**config.mk**
```make
export PLATFORM = sky130hd
export DESIGN_NAME = lcd_decimal_number_writer_unit
export DESIGN_NICKNAME = d
export VERILOG_FILES = /design/src/rtl/ldnw_pkg.sv /design/src/rtl/ldnw_bcd_conv.sv /design/src/rtl/lcd_decimal_number_writer_unit.sv
export SDC_FILE = /design/constraint.sdc
export NUM_CORES = 1
export LEC_CHECK = 0
export ABC_AREA = 1
export BUFFER_PORTS_ARGS = -buffer_cell sky130_fd_sc_hd__clkbuf_2
export CORE_ASPECT_RATIO = 1.5
export CORE_MARGIN = 4
export CORE_UTILIZATION = 43
export DETAILED_ROUTE_END_ITERATION = 16
export GPL_ROUTABILITY_DRIVEN = 0
export SLEW_MARGIN = 25
export SYNTH_ARGS = -nofsm -noshare
export SYNTH_HDL_FRONTEND = slang
export SYNTH_SLANG_ARGS = --single-unit
```
**constraint.sdc**
```tcl
create_clock -name clock -period 2.8 [get_ports clock]
set_input_delay 0.42 -clock clock [delete_from_list [all_inputs] [get_ports clock]]
set_output_delay 0.42 -clock clock [all_outputs]
set_load 0.02 [all_outputs]
```
**src/rtl/ldnw_pkg.sv**
```systemverilog
`timescale 1ns / 1ps
// ----------------------------------------------------------------------------
// LCD decimal number writer package
// Shared widths, constants and request/response types.
// ----------------------------------------------------------------------------
package ldnw_pkg;

   localparam int VALUE_W     = 32;
   localparam int COLUMN_W    = 6;
   localparam int FULL_DIGITS = 10;
   localparam int MAX_DIGITS  = 10;
   localparam int DIGIT_W     = 4;
   localparam int DIGIT_IDX_W = $clog2(FULL_DIGITS);
   localparam int STEP_W      = $clog2(VALUE_W);
   localparam int KEEP_DIGITS = (MAX_DIGITS < FULL_DIGITS) ? MAX_DIGITS : FULL_DIGITS;

   localparam logic [DIGIT_IDX_W-1:0] TOP_DIGIT  = DIGIT_IDX_W'(KEEP_DIGITS - 1);
   localparam logic [STEP_W-1:0]      LAST_STEP  = STEP_W'(VALUE_W - 1);
   localparam logic [7:0]             CMD_SET_ADDR = 8'h80;
   localparam logic [6:0]             ROW_STRIDE   = 7'h40;
   localparam logic [7:0]             ASCII_ZERO   = 8'h30;
   localparam logic [DIGIT_W-1:0]     DIGIT_FIX_MIN = 4'd5;
   localparam logic [DIGIT_W-1:0]     DIGIT_FIX_ADD = 4'd3;
   localparam logic [DIGIT_W-1:0]     DIGIT_MAX     = 4'd9;

   typedef logic [FULL_DIGITS-1:0][DIGIT_W-1:0] bcd_type;

   typedef struct packed {
      logic [VALUE_W-1:0]  value;
      logic [COLUMN_W-1:0] column;
      logic                row;
   } req_type;

   typedef struct packed {
      logic       is_data;
      logic [7:0] lcd_byte;
      logic       last;
   } rsp_type;

endpackage

```
**src/rtl/ldnw_bcd_conv.sv**
```systemverilog
`timescale 1ns / 1ps
// ----------------------------------------------------------------------------
// LCD decimal number writer: binary to BCD converter
// Shift-and-add-3 unit, one input bit per cycle, done pulse after the last.
// ----------------------------------------------------------------------------
module ldnw_bcd_conv (
   input  logic                          clock,
   input  logic                          reset,
   input  logic                          load,
   input  logic [ldnw_pkg::VALUE_W-1:0]  value,
   output logic                          done,
   output ldnw_pkg::bcd_type             digits
);
   import ldnw_pkg::*;

   logic [VALUE_W-1:0] shift_ff, shift_in;
   bcd_type            bcd_ff, bcd_in;
   bcd_type            bcd_fix;
   logic [FULL_DIGITS*DIGIT_W-1:0] fix_flat;
   logic [STEP_W-1:0]  step_ff, step_in;
   logic               run_ff, run_in;
   logic               done_ff, done_in;

   // Each digit of five or more is bumped by three before the shift.
   always_comb begin
      for (int d = 0; d < FULL_DIGITS; d++) begin
         if (bcd_ff[d] >= DIGIT_FIX_MIN) begin
            bcd_fix[d] = bcd_ff[d] + DIGIT_FIX_ADD;
         end else begin
            bcd_fix[d] = bcd_ff[d];
         end
      end
   end

   assign fix_flat = bcd_fix;

   always_comb begin
      shift_in = shift_ff;
      bcd_in   = bcd_ff;
      step_in  = step_ff;
      run_in   = run_ff;
      done_in  = 1'b0;
      if (load) begin
         shift_in = value;
         bcd_in   = '0;
         step_in  = '0;
         run_in   = 1'b1;
      end else if (run_ff) begin
         shift_in = {shift_ff[VALUE_W-2:0], 1'b0};
         bcd_in   = {fix_flat[FULL_DIGITS*DIGIT_W-2:0], shift_ff[VALUE_W-1]};
         step_in  = step_ff + 1'b1;
         if (step_ff == LAST_STEP) begin
            run_in  = 1'b0;
            done_in = 1'b1;
         end
      end
   end

   always_ff @(posedge clock) begin
      if (reset) begin
         run_ff  <= 1'b0;
         done_ff <= 1'b0;
      end else begin
         run_ff  <= run_in;
         done_ff <= done_in;
      end
      shift_ff <= shift_in;
      bcd_ff   <= bcd_in;
      step_ff  <= step_in;
   end

   assign done   = done_ff;
   assign digits = bcd_ff;

endmodule

```
**src/rtl/lcd_decimal_number_writer_unit.sv**
```systemverilog
`timescale 1ns / 1ps
// ----------------------------------------------------------------------------
// LCD decimal number writer
// Emits a set-address command, then the value's decimal digits in ASCII.
// ----------------------------------------------------------------------------
// The command byte is registered and appears in the cycle after the request is taken.
// The shift-and-add-3 converter works through every value bit, then a scan
// skips leading zeros and digits go out one per cycle; busy stays high until
// the last digit is sent, and a new request is taken only while idle.
// Results cannot be stalled. Synchronous reset returns the sequencer to idle,
// clears the strobe and stops the converter; other registers are not cleared.
module lcd_decimal_number_writer_unit (
   input  logic              clock,
   input  logic              reset,
   input  logic              start,
   output logic              busy,
   input  ldnw_pkg::req_type req_data,
   output logic              rsp_valid,
   output ldnw_pkg::rsp_type rsp_data
);
   import ldnw_pkg::*;

   typedef enum logic [3:0] {
      ST_IDLE = 4'b0001,
      ST_CONV = 4'b0010,
      ST_SCAN = 4'b0100,
      ST_EMIT = 4'b1000
   } state_type;

   state_type               state_ff, state_in;
   logic [DIGIT_IDX_W-1:0]  idx_ff, idx_in;
   logic                    rsp_valid_ff, rsp_valid_in;
   rsp_type                 rsp_ff, rsp_in;
   logic                    accept;
   logic                    conv_done;
   bcd_type                 digits;
   logic [DIGIT_W-1:0]      cur_digit;
   logic [6:0]              address;
   logic                    upper_nonzero;

   assign accept    = start && (state_ff == ST_IDLE);
   assign cur_digit = digits[idx_ff];
   assign address   = {1'b0, req_data.column} + (req_data.row ? ROW_STRIDE : 7'd0);

   // When digits above the kept ones are set, the kept digits all go out,
   // zeros included.
   always_comb begin
      upper_nonzero = 1'b0;
      for (int d = KEEP_DIGITS; d < FULL_DIGITS; d++) begin
         if (digits[d] != '0) begin
            upper_nonzero = 1'b1;
         end
      end
   end

   ldnw_bcd_conv u_conv (
      .clock  (clock),
      .reset  (reset),
      .load   (accept),
      .value  (req_data.value),
      .done   (conv_done),
      .digits (digits)
   );

   always_comb begin
      state_in     = state_ff;
      idx_in       = idx_ff;
      rsp_valid_in = 1'b0;
      rsp_in       = rsp_ff;
      case (state_ff)
         ST_IDLE: begin
            if (accept) begin
               rsp_valid_in    = 1'b1;
               rsp_in.is_data  = 1'b0;
               rsp_in.lcd_byte = CMD_SET_ADDR | {1'b0, address};
               rsp_in.last     = 1'b0;
               state_in        = ST_CONV;
            end
         end
         ST_CONV: begin
            if (conv_done) begin
               idx_in   = TOP_DIGIT;
               state_in = ST_SCAN;
            end
         end
         ST_SCAN: begin
            // The lowest digit is always shown, so zero still prints '0'.
            if (!upper_nonzero && cur_digit == '0 && idx_ff != '0) begin
               idx_in = idx_ff - 1'b1;
            end else begin
               state_in = ST_EMIT;
            end
         end
         ST_EMIT: begin
            rsp_valid_in    = 1'b1;
            rsp_in.is_data  = 1'b1;
            rsp_in.lcd_byte = ASCII_ZERO | {4'd0, cur_digit};
            rsp_in.last     = (idx_ff == '0);
            if (idx_ff == '0) begin
               state_in = ST_IDLE;
            end else begin
               idx_in = idx_ff - 1'b1;
            end
         end
         default: begin
            state_in = ST_IDLE;
         end
      endcase
   end

   always_ff @(posedge clock) begin
      if (reset) begin
         state_ff     <= ST_IDLE;
         rsp_valid_ff <= 1'b0;
      end else begin
         state_ff     <= state_in;
         rsp_valid_ff <= rsp_valid_in;
      end
      idx_ff <= idx_in;
      rsp_ff <= rsp_in;
   end

   assign busy      = (state_ff != ST_IDLE);
   assign rsp_valid = rsp_valid_ff;
   assign rsp_data  = rsp_ff;

   a_cmd_after_accept: assert property (@(posedge clock) disable iff (reset)
      accept |=> rsp_valid && !rsp_data.is_data && !rsp_data.last && busy)
      else $error("command byte did not follow an accepted request");

   a_last_is_digit: assert property (@(posedge clock) disable iff (reset)
      rsp_valid && rsp_data.last |-> rsp_data.is_data && !busy)
      else $error("last flag on a command byte or while still busy");

   a_digit_range: assert property (@(posedge clock) disable iff (reset)
      rsp_valid && rsp_data.is_data |->
         rsp_data.lcd_byte >= ASCII_ZERO && rsp_data.lcd_byte <= (ASCII_ZERO + 8'(DIGIT_MAX)))
      else $error("data byte is not an ASCII digit");

   a_done_in_conv: assert property (@(posedge clock) disable iff (reset)
      conv_done |-> state_ff == ST_CONV)
      else $error("converter finished outside the conversion state");

   a_no_strobe_idle: assert property (@(posedge clock) disable iff (reset)
      rsp_valid && !rsp_data.last |-> busy)
      else $error("response strobe while idle without last flag");

endmodule
```
# Yosys cells after proc, flatten, opt, wreduce, memory -nomap -nowiden

Index checks and enable logic that the tools add are counted.

Equality and inequality tests: 12
Bitwise logic cells: 1
$add $sub $neg: 13
Order comparisons: 11
Muxes and demuxes: 32
Reduce and logical (&&, ||, !) cells: 12

Operators by type and width:

| cell                                                                                | number |
|---|---|
| 4-bit 2-to-1 mux                                                                    | 17 |
| 32-bit 2-to-1 mux                                                                   | 2 |
| 4-bit by 3-bit greater-or-equal comparator with 1-bit output, second input constant | 10 |
| 4-bit by 2-bit adder with 4-bit output, second input constant                       | 9 |
| 10-bit one-hot mux with 2 select lines                                              | 1 |
| 4-bit binary-select mux with 4-bit select                                           | 1 |
| 4-bit one-hot mux with 4 select lines                                               | 1 |
| 4-bit one-hot mux with 3 select lines                                               | 1 |
| 10-bit 2-to-1 mux                                                                   | 1 |
| 2-bit inequality test, second input constant                                        | 5 |
| 4-bit logical NOT                                                                   | 2 |
| 4-bit AND reduction                                                                 | 2 |
| 6-bit by 7-bit adder with 7-bit output                                              | 1 |
| 7-bit 2-to-1 mux                                                                    | 1 |
| 5-bit by 1-bit adder with 5-bit output, second input constant                       | 1 |
| 5-bit == test, second input constant                                                | 1 |
| 4-bit by 5-bit less-than comparator with 1-bit output, second input constant        | 1 |
| 1-bit 2-to-1 mux                                                                    | 5 |
| 4-bit by 1-bit == test with 1-bit output, second input constant                     | 1 |
| 4-bit by 2-bit == test with 1-bit output, second input constant                     | 1 |
| 4-bit by 3-bit == test with 1-bit output, second input constant                     | 1 |
| 4-bit == test, second input constant                                                | 1 |
| 4-bit by 1-bit inequality test with 1-bit output, second input constant             | 1 |
| 2-bit nonzero test                                                                  | 2 |
| 11 further kinds                                                                    | 12 |

Logic and storage cells: 101
Flip-flop bits (word level): 98
Output and inout port bits: 12
Bits of input ports: 42

# Depth between registers and ports, before layout

Depth after elaboration: 6
Depth in mapped cells: 12
Mapped depth without buffers: 11

# By module

Synthesis repeated with hierarchy kept, for this count alone.

Cells, all modules: 722
Area total of the unflattened synthesis: 5,402.7 µm²

By module, submodules not included:

| module                         | sequential area each (µm²) | cells an instance | area each (µm²) | times used |
|---|---|---|---|---|
| ldnw_bcd_conv                  | 1,901.8                    | 522               | 4,012.6         | 1 |
| lcd_decimal_number_writer_unit | 520.5                      | 200               | 1,390.1         | 1 |

# Least setup slack after synthesis

Ideal clock, no wire load.

Path kind: register to register
Start point: reg idx_ff[0]
End point: reg idx_ff[0], enable pin
Data required time: 2.461 ns
Setup slack: 0.969 ns
Path buffers: 1
Cell stages (with the launch flop): 10
Setup time: 0.339 ns
Clock period less this slack: 1.831 ns
Data arrival time: 1.491 ns
Cell sequence: edfxtp_1 -> inv_2 -> buf_4 -> ha_1 -> nand2_1 -> nor2_1 -> inv_1 -> nor2_1 -> a211o_1 -> a21oi_1

Longest elaborated chain between the ends: 6
Elaborated cells between the ends (all ways): 9
Classes of those cells: 2 x eq/ne; 2 x mux; 5 x reduce/logical

Ends and longest elaborated chain:

| what                                      | line                                  | text |
|---|---|---|
| from (decl)                               | lcd_decimal_number_writer_unit.sv:31  | `logic [DIGIT_IDX_W-1:0] idx_ff, idx_in;` |
| from (signal assigned)                    | lcd_decimal_number_writer_unit.sv:119 | `idx_ff <= idx_in;` |
| 4-bit binary-select mux with 4-bit select | lcd_decimal_number_writer_unit.sv:42  | `assign cur_digit = digits[idx_ff];` |
| 4-bit 2-to-1 mux (not written as such)    | lcd_decimal_number_writer_unit.sv:42  |  |
| 4-bit logical NOT                         | lcd_decimal_number_writer_unit.sv:88  | `if (!upper_nonzero && cur_digit == '0 && idx_ff != '0) begin` |
| 1-bit logical AND                         | lcd_decimal_number_writer_unit.sv:88  |  |
| 2-bit inequality test (no line)           | n/a                                   |  |
| 4-bit AND reduction (no line) (*)         | n/a                                   |  |

Every way passes the cells marked *; elsewhere a longest branch is shown, timed or not. The select of a mux whose other input is x is not followed.
A chain may end at the register's enable or synchronous reset.

# Final worst setup path

Same ends and word-level chain as after synthesis.

==> metrics.cfg <==
[run_status]
outcome = finished, final reports clean

[sta]
fmax_mhz = 460
tns_ns = 0
holdWs_ns = 0.287
final_max_slew_viol_count = 0
rsz0062_at_grt = false
finalCriticalPeriod_ns = 2.17
setup_ws_ns = 0.627
layout_worst_path_cycle_share = 0.776
hold_viol = 0
skew_ns = 0.00773
slew_headroom = 0.642
worstMarginPinSlew_ns = 0.537
setup_viol = 0

[synthesis]
syn_area_sq_mm = 0.00509
ys_warn_count = 0
syn-num-nets = 684
synthDistinctLibCells = 38
syn_avg_cell_area_sq_um = 8.22
yosysSeqAreaShare = 0.476
ys_ff_latch = 98
netlist_instances = 619

[placement]
numPlacedInstances = 809
dpl.hpwl_um = 8400
portBuffers = 53
pre_cts_ws_ns = 0.627

[global_route]
grt_pass1_wl_um = 20200
track_usage = 0.180
overflow = 0
antenna_found_initial = 0
grt_start_max_net_pins = 51
grt_pass1_vias = 4372

[worst_setup_path]
end_kind = flip-flop
crit_start = idx_ff[0]$_SDFFCE_PN1P_
critPathMaxFanout = 18
r2r_slack_ns = 0.63
cp.buffers_inverters = 1
r2r_start = idx_ff[0]$_SDFFCE_PN1P_
critPathKind = reg2reg
crit_chain = buf_4, nand2_1, nand3_1, nand3_1, nand3_1, nand2_1, nor2_1, nand2_1, a21oi_1
crit_family = simple AND/OR/NAND/NOR gates
r2r_end = idx_ff[0]$_SDFFCE_PN1P_
slowest_stage = edfxtp_1
startpoint_type = flip-flop
arrival_ns = 2.18
reg2regPathDepth = 9
slowest_delay_ns = 0.54
cp.required_ns = 2.81

[hold_path]
whs_endpoint = rsp_valid$_SDFF_PP0_
hp-start = reset
hp-class = in2reg
worstHoldPathCells = 2

[clock_tree]
clk_path_buf_depth = 2
post_cts_buffers = 0
clkTransAtPathRegs_ns = 0.07
cts_tree = built
cts_resized = 0
hold_buffers = 0
cts_buffers = 9
clock_latency_ns = 0.35
h-tree-depth = 3
root_buffer = clkbuf_16
cts.sinks = 98

[layout]
final_cell_mix = nand2_1 (161), inv_1 (72), clkbuf_2 (53)
fillers = 1156
syn_to_final_growth_pct = 13.9
fin_cells = 825
layout_commonest_cell = nand2_1
utilization = 0.502
layout.nets = 735
drive_above_1_share = 0.172
n_antenna_cell = 0

[floorplan]
dieArea_sq_mm = 0.0137
initial_utilization = 0.441
die_x_um = 96.8
coreArea_sq_mm = 0.0115
rows = 48
die_h_um = 141
io_pins = 54

[drt]
vias = 4238
via_per_inst = 5.14
drt-initial-drc-count = 276
first_pass_iters = 4
wirelength_um = 11800
wire_per_inst_um = 14.2
postRouteAntennaNets = 0
drc = 0

[flow_run]
drv_cap = 0

[power]
power.density_mw_per_mm2 = 605
p_leak_nw = 2.65
max-vdd-ir-drop_v = 0.000342

[synth_stat cells, drive strengths merged]
library cell	instances	area, sq um
a21oi	36	180
clkbuf	5	18.8
edfxtp	46	1380
nor3	2	15.0
nand2	167	639
ha	23	288
a31oi	4	25.0
o21a	1	7.51
a32oi	10	87.6
o21ai	43	215
xor2	8	70.1
o211ai	2	25.0
o31ai	2	15.0
dfxtp	52	1040
a211o	1	8.76
o22ai	12	75.1
o32ai	10	87.6
or2	7	43.8
a22oi	3	22.5
clkinv	2	7.51
nand3	39	230
nand3b	1	7.51
inv	88	330
nor2	35	134
nand4	2	18.8
buf	18	114
[through the flow]
stage          area, sq um  power (W)
2_1_floorplan         5090    0.00211
3_3_place_gp          5500    0.00228
3_5_place_dp          5500    0.00230
4_1_cts               5790    0.00354
5_1_grt               5790    0.00367
6_report              5790    0.00350
[worst max-delay path by stage]
stage | to | cells after the start
CTS | idx_ff[0]$_SDFFCE_PN1P_ | 9
detailed placement | idx_ff[0]$_SDFFCE_PN1P_ | 9
floorplan | idx_ff[0]$_SDFFCE_PN1P_ | 9
global placement | idx_ff[1]$_SDFFCE_PN0P_ | 8
finish | idx_ff[0]$_SDFFCE_PN1P_ | 9
global route | idx_ff[3]$_SDFFCE_PN1P_ | 9
[report_power, final]
group | leakage, nW | internal (W) | total [W] | switching (W)
clock network | 0.136 | 0.000698 | 0.00124 | 0.000546
logic | 1.65 | 0.000169 | 0.000506 | 0.000337
registers | 0.861 | 0.00169 | 0.00175 | 0.0000666
[routing by layer]
layer	part of all wire	global-route usage
met1	0.41	0.204
met2	0.52	0.330
met3	0.042	0.0292
met4	0.032	0.0836
met5	0	0
[flip-flops by register name, indices dropped and copies added, names as in the netlist]
name,count
u_conv.run_ff,1
u_conv.done,1
idx_ff,4
state_ff,4
u_conv.step_ff,5
u_conv.digits,40
u_conv.shift_ff,32
rsp_valid,1
rsp_data,10
[final cells by class]
class	instances	area, sq um	share of cell area
flip-flops and latches	98	2420	0.418
repair buffers	63	353	0.0609
clock inverters	5	62.6	0.0108
inverters	90	338	0.0583
multi-input cells	408	2200	0.379
well taps	150	188	0.0324
clock buffers	11	233	0.0402
[kinds of logic after synthesis]
kind of cell    count (synthesis)  synth area share
xor+xnor                        8            0.0138
compound gates                124             0.147
flops                          98             0.476
simple gates                  253             0.214
buf+inv                       113            0.0925
fa+ha+maj                      23            0.0566
[worst register-to-register path, cell delays in order, from the launching register on]
cell,delay [ns]
edfxtp_1,0.54
buf_4,0.31
nand2_1,0.08
nand3_1,0.08
nand3_1,0.08
nand3_1,0.13
nand2_1,0.06
nor2_1,0.13
nand2_1,0.09
a21oi_1,0.34
(Power assumes the default switching activity.)
